<file path="config.mk">
export PLATFORM = sky130hd
export DESIGN_NAME = ism_ctrl
export DESIGN_NICKNAME = d
export VERILOG_FILES = /design/src/rtl/core/interval_set_merge_and_gaps_defines.svh /design/src/rtl/core/ism_pkg.sv /design/src/rtl/core/ism_ctrl.sv
export SDC_FILE = /design/constraint.sdc
export NUM_CORES = 1
export LEC_CHECK = 0
export BUFFER_PORTS_ARGS = -buffer_cell sky130_fd_sc_hd__buf_2
export CORE_AREA = 2 2 39 41
export CTS_CLUSTER_DIAMETER = 40
export CTS_CLUSTER_SIZE = 10
export DETAILED_ROUTE_END_ITERATION = 6
export DIE_AREA = 0 0 41 43
export PLACE_DENSITY = 0.57
export SETUP_SLACK_MARGIN = 0.2
export SYNTH_ARGS = -nofsm -noshare
export SYNTH_HDL_FRONTEND = slang
export SYNTH_SLANG_ARGS = --single-unit
</file>
<file path="constraint.sdc">
create_clock -name clk -period 2.7 [get_ports clk]
set_input_delay 0.54 -clock clk [delete_from_list [all_inputs] [get_ports clk]]
set_output_delay 0.54 -clock clk [all_outputs]
set_load 0.05 [all_outputs]
</file>
<file path="src/rtl/core/interval_set_merge_and_gaps_defines.svh">
// ----------------------------------------------------------------------------
// Interval set assertion macros
// Shared property forms for the interval set block.
// ----------------------------------------------------------------------------
`ifndef INTERVAL_SET_MERGE_AND_GAPS_DEFINES_SVH
`define INTERVAL_SET_MERGE_AND_GAPS_DEFINES_SVH

// Same-cycle implication, ignored while in reset.
`define ISM_ASSERT_IMP(label, ante, cons) \
  label: assert property (@(posedge clk) disable iff (rst) (ante) |-> (cons)) \
    else $error("interval set check failed");

// Next-cycle implication, ignored while in reset.
`define ISM_ASSERT_NXT(label, ante, cons) \
  label: assert property (@(posedge clk) disable iff (rst) (ante) |=> (cons)) \
    else $error("interval set check failed");

`endif

</file>
<file path="src/rtl/core/ism_pkg.sv">
// ----------------------------------------------------------------------------
// ism_pkg
// Types, codes and helpers shared by the interval set block.
// ----------------------------------------------------------------------------
`default_nettype none
package ism_pkg;

  localparam int DEF_MAX_RANGES = 32;
  localparam int COUNT_W        = 6;
  localparam int DATA_W         = 64;

  typedef enum logic [1:0] {
    FUNC_ADD   = 2'd0,
    FUNC_QUERY = 2'd1,
    FUNC_GAPS  = 2'd2,
    FUNC_NONE  = 2'd3
  } func_t;

  typedef enum logic [2:0] {
    ST_IDLE,
    ST_DISPATCH,
    ST_FETCH,
    ST_PROC,
    ST_INSERT,
    ST_FINISH,
    ST_RESULT
  } state_t;

  typedef struct packed {
    logic load;
    logic rd;
    logic step;
    logic insert;
    logic fin;
    logic result;
  } cmd_t;

  typedef struct packed {
    logic single;
    logic empty;
    logic split;
    logic last;
    logic push_step;
    logic push_fin;
    logic room;
  } sts_t;

  // End of a range, saturated at the top of the address space.
  function automatic logic [DATA_W-1:0] sat_end(input logic [DATA_W-1:0] off,
                                                input logic [DATA_W-1:0] len);
    logic [DATA_W:0] sum;
    sum = {1'b0, off} + {1'b0, len};
    return sum[DATA_W] ? {DATA_W{1'b1}} : sum[DATA_W-1:0];
  endfunction

endpackage
`default_nettype wire

</file>
<file path="src/rtl/core/ism_ctrl.sv">
// ----------------------------------------------------------------------------
// ism_ctrl
// Sequencer: walks the table at most once per item and orders the datapath steps.
// ----------------------------------------------------------------------------
`default_nettype none
module ism_ctrl (
  input  wire logic          clk,
  input  wire logic          rst,
  input  wire logic          in_valid,
  output logic               in_stall,
  input  wire ism_pkg::sts_t sts,
  output ism_pkg::cmd_t      cmd
);
  import ism_pkg::*;

  state_t state, state_next;

  always_ff @(posedge clk) begin
    if (rst) begin
      state <= ST_IDLE;
    end else begin
      state <= state_next;
    end
  end

  always_comb begin
    state_next = state;
    unique case (state)
      ST_IDLE:     if (in_valid) state_next = ST_DISPATCH;
      ST_DISPATCH: begin
        if (sts.single)     state_next = ST_RESULT;
        else if (sts.empty) state_next = ST_FINISH;
        else                state_next = ST_FETCH;
      end
      ST_FETCH:    state_next = ST_PROC;
      ST_PROC: begin
        if (!(sts.push_step && !sts.room)) begin
          if (sts.split)     state_next = ST_INSERT;
          else if (sts.last) state_next = ST_FINISH;
          else               state_next = ST_FETCH;
        end
      end
      ST_INSERT:   state_next = sts.last ? ST_FINISH : ST_FETCH;
      ST_FINISH:   if (!(sts.push_fin && !sts.room)) state_next = ST_RESULT;
      ST_RESULT:   if (sts.room) state_next = ST_IDLE;
      default:     state_next = ST_IDLE;
    endcase
  end

  always_comb begin
    cmd      = '0;
    in_stall = (state != ST_IDLE);
    unique case (state)
      ST_IDLE:     cmd.load   = in_valid;
      ST_DISPATCH: ;
      ST_FETCH:    cmd.rd     = 1'b1;
      ST_PROC:     cmd.step   = !(sts.push_step && !sts.room);
      ST_INSERT:   cmd.insert = 1'b1;
      ST_FINISH:   cmd.fin    = !(sts.push_fin && !sts.room);
      ST_RESULT:   cmd.result = sts.room;
      default:     ;
    endcase
  end

endmodule
`default_nettype wire

</file>
==> results.json, run 1 <==
{
  "largest_reg_flops": 3,
  "seq_area_frac_synth_pct": 16.7,
  "synthAdderAreaFrac_pct": 0,
  "post_cts_buffers": 0,
  "required_ns": 2.16,
  "io_buffer_count": 16,
  "critPathMaxFanout": 15,
  "drc": 0,
  "first_iter_violations": 6,
  "syn-cell-area_sq_um": 360,
  "clock_skew_ns": 0.00195,
  "clock_path_buffers": 2,
  "swShare_pct": 53.1,
  "drv_slew": 0,
  "tns_ns": 0,
  "dpl_cell_area_sq_um": 438,
  "cts_tree": "built",
  "die_h_um": 43,
  "pin_count": 17,
  "drive_gt1_share_pct": 36.8,
  "hp-class": "in2reg",
  "p_leak_nw": 0.211,
  "numCtsBuffers": 3,
  "startpoint_type": "register",
  "postSynthAreaPerCell_sq_um": 7.07,
  "drv_cap": 0,
  "synth_compound_area_share_pct": 26.4,
  "internal_power_uw": 213,
  "synth_xor_area_share_pct": 0,
  "die_area_sq_mm": 0.00176,
  "synth_cell_types": 30,
  "largestRegisters": "state: 3 flops",
  "syn_nets": 61,
  "slew_headroom_pct": 72.1,
  "drt-wirelength-per-cell_um": 11.2,
  "cts_resized": 0,
  "antenna_found_initial": 0,
  "dr.pass1.iters": 4,
  "setup_viol": 0,
  "worstSetupEndpointType": "primary output",
  "grt_pass1_vias": 371,
  "path_clk_slew_ns": 0.04,
  "stdcell_area_sq_um": 464,
  "crit_type": "reg2out",
  "tightest_slew_ns": 0.418,
  "fillers": 169,
  "clock_sinks": 3,
  "synth_cells": 51,
  "place_congestion": 0.704,
  "rsz0062_at_grt": "no",
  "drtAntennaViolNets": 0,
  "ctsHoldBuffers": 0,
  "fp.dieW_um": 41,
  "synth_top_family_by_area": "simple AND/OR/NAND/NOR gates",
  "multi_input_area_sq_um": 270,
  "wl_um": 941,
  "fin_util_pct": 33.5,
  "peakVddDrop_mv": 0.293,
  "hold_violations": 0,
  "post-route-min-period_ns": 2.08,
  "yosysWarnings": 0,
  "muxShareOfSynthArea_pct": 0,
  "synthSimpleGateAreaFrac_pct": 48.6,
  "start_util_pct": 26.0,
  "ys_ff_latch": 3,
  "p_switching_uw": 241,
  "grt_overflow": 0,
  "post-route-period-util_pct": 77.1,
  "core_area_sq_mm": 0.00138,
  "fmaxAchievable_mhz": 480,
  "dp_hpwl_um": 693,
  "grt_first_pass_wirelength_mm": 1.52,
  "largest_register": "state",
  "num_antenna_cells": 0,
  "syn_to_final_growth_pct": 28.8,
  "gr-usage-all-layers_pct": 12.6,
  "cts_root_buf": "clkbuf_4",
  "pwr-share-comb_pct": 58.1,
  "power_frac_clock_pct": 17.7,
  "dr_total_vias": 421,
  "clk_latency_ns": 0.24,
  "final_nets": 79,
  "status": "complete, no violations",
  "pwr_density_cell_mw_per_mm2": 977,
  "grt_max_degree": 16,
  "seqCellArea_sq_um": 60.1,
  "cts_max_level": 1,
  "avgViaCountPerCell": 5.01,
  "rows": 14,
  "crit_arrival_ns": 1.54,
  "power_frac_seq_pct": 24.2
}
==> layout make-up <==
class | instances | area share (%)
flip-flops and latches | 3 | 12.9
multi-input cells | 43 | 58.2
clock buffers | 4 | 5.66
repair buffers | 16 | 17.3
inverters | 2 | 1.62
well taps | 16 | 4.31
==> path summary, 6_finish.rpt <==
path            start  endpoint  slack, ns  depth (start not counted)
max          state[1]    cmd[0]       0.62                          3
min               rst  state[1]       0.50                          2
max reg2reg  state[1]  state[0]       1.19                          4
min reg2reg  state[1]  state[1]       0.66                          2
==> critical path, stage by stage, from the launching register on <==
cell     delay (ns)
dfxtp_1        0.56
or2b_2         0.38
nor2_1         0.10
buf_2          0.26
==> kinds of logic after synthesis <==
family                 after synthesis
and+or+nand+nor                     29
DFF                                  3
buffers and inverters                5
AOI/OAI and AO/OA                   14
==> layer usage <==
layer / part of all wire (%) / wire, um / vias up / GRT usage, %
li1: - / - / 218 / -
met1: 47 / 440 / 184 / 17.4
met2: 43 / 407 / 19 / 17.2
met3: 9.8 / 92 / 0 / 5.24
met4: 0 / 0 / 0 / 4.00
met5: 0 / 0 / - / 0
==> Yosys cell counts <==
cell type  number  area, sq um
buf_4           1         7.51
o22ai_1         1         6.26
dfxtp_1         3         60.1
a32oi_1         1         8.76
nand2_1         3         11.3
a22oi_1         1         7.51
nand4b_1        1         8.76
or3_1           3         18.8
o41ai_1         1         8.76
nor3_1          1         5.00
inv_1           2         7.51
nor2b_1         1         6.26
clkbuf_1        1         3.75
a222oi_1        1         10.0
o21ai_0         2         10.0
or2b_2          1         8.76
and2b_1         1         7.51
buf_6           1         11.3
nand3b_2        1         11.3
a211oi_1        1         7.51
and2_1          1         6.26
a21oi_2         1         8.76
nor2_1          8         30.0
or3_2           1         7.51
a21oi_1         4         20.0
nand3b_1        1         7.51
and2b_2         2         17.5
or4b_1          1         10.0
o31ai_1         1         7.51
nand2b_1        3         18.8
==> placed cells by master, fill, tap and decap left out <==
cell type and count:
a211oi_1 1, a21oi_1 4, a21oi_2 1, a222oi_1 1
a22oi_1 1, a32oi_1 1, and2_1 1, and2b_1 1
and2b_2 2, buf_2 16, clkbuf_1 1, clkbuf_4 3
dfxtp_1 3, inv_1 2, nand2_1 3, nand2b_1 3
nand3b_1 1, nand3b_2 1, nand4b_1 1, nor2_1 8
nor2b_1 1, nor3_1 1, o21ai_0 2, o22ai_1 1
o31ai_1 1, o41ai_1 1, or2b_2 1, or3_1 3
or3_2 1, or4b_1 1
==> stage by stage <==
| step | power [mW] | worst slack [ns] | hold WS [ns] | std cells |
|---|---|---|---|---|
| 2_1_floorplan | 0.332 | 0.322 | 0.609 | 51 |
| 3_3_place_gp | 0.373 | 0.903 | 0.640 | 80 |
| 3_5_place_dp | 0.377 | 0.857 | 0.666 | 80 |
| 4_1_cts | 0.464 | 0.598 | 0.494 | 84 |
| 5_1_grt | 0.496 | 0.495 | 0.506 | 84 |
| 6_report | 0.454 | 0.618 | 0.501 | 84 |
==> power by group through the flow <==
| stage | Clock [mW] | Combinational [mW] | Sequential (mW) |
|---|---|---|---|
| 4_1_cts | 0.0861 | 0.267 | 0.111 |
| 5_1_grt | 0.0882 | 0.291 | 0.118 |
| 3_3_place_gp | 0 | 0.265 | 0.108 |
| 2_1_floorplan | 0 | 0.260 | 0.0723 |
| 6_report | 0.0802 | 0.264 | 0.110 |
| 3_5_place_dp | 0 | 0.266 | 0.111 |
Power figures use the tool's default switching activity.
==> inputs of run 2 (changes only) <==
--- a/config.mk
+++ b/config.mk
@@ -5,13 +5,14 @@
 export SDC_FILE = /design/constraint.sdc
 export NUM_CORES = 1
 export LEC_CHECK = 0
+export ABC_AREA = 1
 export BUFFER_PORTS_ARGS = -buffer_cell sky130_fd_sc_hd__buf_2
 export CORE_AREA = 2 2 39 41
 export CTS_CLUSTER_DIAMETER = 40
 export CTS_CLUSTER_SIZE = 10
 export DETAILED_ROUTE_END_ITERATION = 6
 export DIE_AREA = 0 0 41 43
-export PLACE_DENSITY = 0.57
+export PLACE_DENSITY = 0.64
 export SETUP_SLACK_MARGIN = 0.2
 export SYNTH_ARGS = -nofsm -noshare
 export SYNTH_HDL_FRONTEND = slang
==> constraint.sdc (replaced) <==
create_clock -name clk -period 1.67 [get_ports clk]
set_input_delay 0.334 -clock clk [delete_from_list [all_inputs] [get_ports clk]]
set_output_delay 0.334 -clock clk [all_outputs]
set_load 0.05 [all_outputs]
==> run 2 against run 1 <==
Compared with the run above:
- cell count grew 31%
- clock-buffer cell count is the same
- combinational power grew 140%
- core utilization grew 13 points
- worst hold slack lost 0.21 ns
- largest cell class unchanged
==> results.json, run 2 <==
{
  "grt_max_degree": 10,
  "ys_top_cells_by_area": "dfxtp_1 14%, nor2_1 13%, nand2_1 11%, inv_1 8.1%, buf_6 8.1%",
  "cts_root_buf": "clkbuf_4",
  "largestRegisters": "state: 3 flops",
  "rr_worst_depth": 8,
  "fmaxAchievable_mhz": 692,
  "synth_enable_flop_cells": 0,
  "power_frac_seq_pct": 19.0,
  "clk_latency_ns": 0.23,
  "synth_top_area_share_pct": 14.5,
  "required_ns": 1.34,
  "drv_cap": 0,
  "clock_skew_ns": 0.00127,
  "syn-cell-area_sq_um": 415,
  "fillers": 137,
  "gr-usage-all-layers_pct": 13.1,
  "p_leak_nw": 0.318,
  "internal_power_uw": 443,
  "dpl.cell_count": 103,
  "largest_reg_flops": 3,
  "final_cell_mix": "11 x nand2_1, 11 x nor2_1, 9 x inv_1, 9 x buf_2, 7 x buf_4",
  "status": "complete, no violations",
  "swShare_pct": 53.6,
  "worstHoldStart": "rst",
  "place_congestion": 0.779,
  "synth.most_common_cell": "nor2_1",
  "startpoint_type": "register",
  "syn_to_final_growth_pct": 54.8,
  "tightest_slew_ns": 0.340,
  "yosys.area.top_type": "dfxtp_1",
  "slew_headroom_pct": 77.2,
  "grt_overflow": 0,
  "pin_count": 17,
  "crit_arrival_ns": 1.11,
  "holdPathEnd": "state[1]",
  "cts_tree": "built",
  "tns_ns": 0,
  "num_antenna_cells": 0,
  "rr_startpoint": "state[2]",
  "core_area_sq_mm": 0.00138,
  "start_util_pct": 30.0,
  "synth_cell_types": 17,
  "ctsHoldBuffers": 0,
  "peakVddDrop_mv": 0.590,
  "hold_violations": 0,
  "dr_total_vias": 514,
  "min_path_cells": 2,
  "drv_slew": 0,
  "pwr_density_cell_mw_per_mm2": 1480,
  "synth_cells": 72,
  "critPathMaxFanout": 6,
  "crit_type": "reg2out",
  "wl_mm": 1.06,
  "clock_path_buffers": 2,
  "synth_top_flop_cell": "dfxtp_1",
  "synth-async-reset-ratio_pct": 0,
  "drtAntennaViolNets": 0,
  "rows": 14,
  "stdcell_count": 110,
  "cts_max_level": 1,
  "syn_nets": 82,
  "clock_sinks": 3,
  "avgViaCountPerCell": 4.67,
  "setup_viol": 0,
  "fp.dieW_um": 41,
  "die_h_um": 43,
  "post-route-period-util_pct": 86.6,
  "worstSetupEndpointType": "primary output",
  "post-route-min-period_ns": 1.45,
  "rsz0062_at_grt": "yes",
  "p_switching_uw": 512,
  "postSynthAreaPerCell_sq_um": 5.77,
  "numCtsBuffers": 3,
  "dr.pass1.iters": 6,
  "timing.rr.end": "state[2]",
  "seq_area_frac_synth_pct": 14.5,
  "dp_hpwl_um": 784,
  "first_iter_violations": 20,
  "hp-class": "in2reg",
  "drc": 0,
  "drt-wirelength-per-cell_um": 9.66,
  "power_frac_clock_pct": 13.4,
  "antenna_found_initial": 0,
  "netlist_top_cells_count": "14 x nor2_1, 12 x nand2_1, 9 x inv_1, 5 x nand3_1",
  "drive_gt1_share_pct": 53.2,
  "final_nets": 105,
  "grt_pass1_vias": 443,
  "die_area_sq_mm": 0.00176,
  "path_clk_slew_ns": 0.04,
  "pwr-share-comb_pct": 67.6,
  "largest_register": "state",
  "yosysWarnings": 0,
  "grt_first_pass_wirelength_mm": 1.64,
  "io_buffer_count": 16,
  "ys_ff_latch": 3,
  "r2r_slack_ns": 0.45
}
## run 2: power groups by stage
stage | clock network (mW) | logic (mW) | registers [mW]
after CTS | 0.126 | 0.581 | 0.182
after global placement | 0 | 0.535 | 0.164
after detailed placement | 0 | 0.536 | 0.166
after floorplan | 0 | 0.518 | 0.115
after global routing | 0.129 | 0.702 | 0.185
final | 0.128 | 0.645 | 0.181
## run 2: per-layer routing
layer | share of wire [%] | track usage [%] | routed length (um)
met1 | 46 | 18.9 | 489
met2 | 46 | 19.7 | 487
met3 | 7.1 | 0 | 75
met4 | 0.94 | 6.00 | 10
met5 | 0 | 0 | 0
## run 2: layout make-up
type | count | area [sq um] | share of cell area (%)
Multi-Input combinational cell | 54 | 324 | 50.4
Timing Repair Buffer | 21 | 154 | 23.9
Sequential cell | 3 | 71.3 | 11.1
Inverter | 12 | 47.5 | 7.39
Clock buffer | 4 | 26.3 | 4.09
Tap cell | 16 | 20.0 | 3.11
## run 2: critical path, stage by stage, from the launching register on
cell and delay (ns):
dfxtp_4 0.36, buf_4 0.16, nor3_4 0.18, buf_6 0.18
## run 2: through the flow
stage,power [mW],setup slack [ns],cell area [sq um],hold slack [ns],utilization (%)
floorplan,0.633,0.0677,445,0.396,-
global placement,0.699,0.257,527,0.540,38.1
detailed placement,0.702,0.222,527,0.541,38.1
CTS,0.889,0.189,589,0.297,42.6
global route,1.02,0.188,643,0.303,46.5
finish,0.955,0.224,643,0.291,46.5
## run 2: cells by family (layout without fill, tap and decap cells)
group           after synthesis  in the layout  synth area share (%)
simple gates                 47             47                  55.7
buf+inv                      15             37                  19.0
compound gates                7              7                  10.8
flops                         3              3                  14.5
## run 2: timing repair
item                       in CTS  in global routing
setup buffers                   0                  3
setup endpoints to repair       7                  5
hold endpoints to repair        0                  0
gates resized for setup        14                 12
## run 2: how the worst max path moves through the flow
stage             start      to  slack (ns)  depth (start not counted)
3_5_place_dp   state[0]  cmd[3]        0.22                          3
2_1_floorplan  state[2]  cmd[2]        0.07                          3
3_3_place_gp   state[0]  cmd[3]        0.26                          3
5_1_grt        state[2]  cmd[4]        0.19                          3
4_1_cts        state[2]  cmd[4]        0.19                          3
6_report       state[2]  cmd[4]        0.22                          3
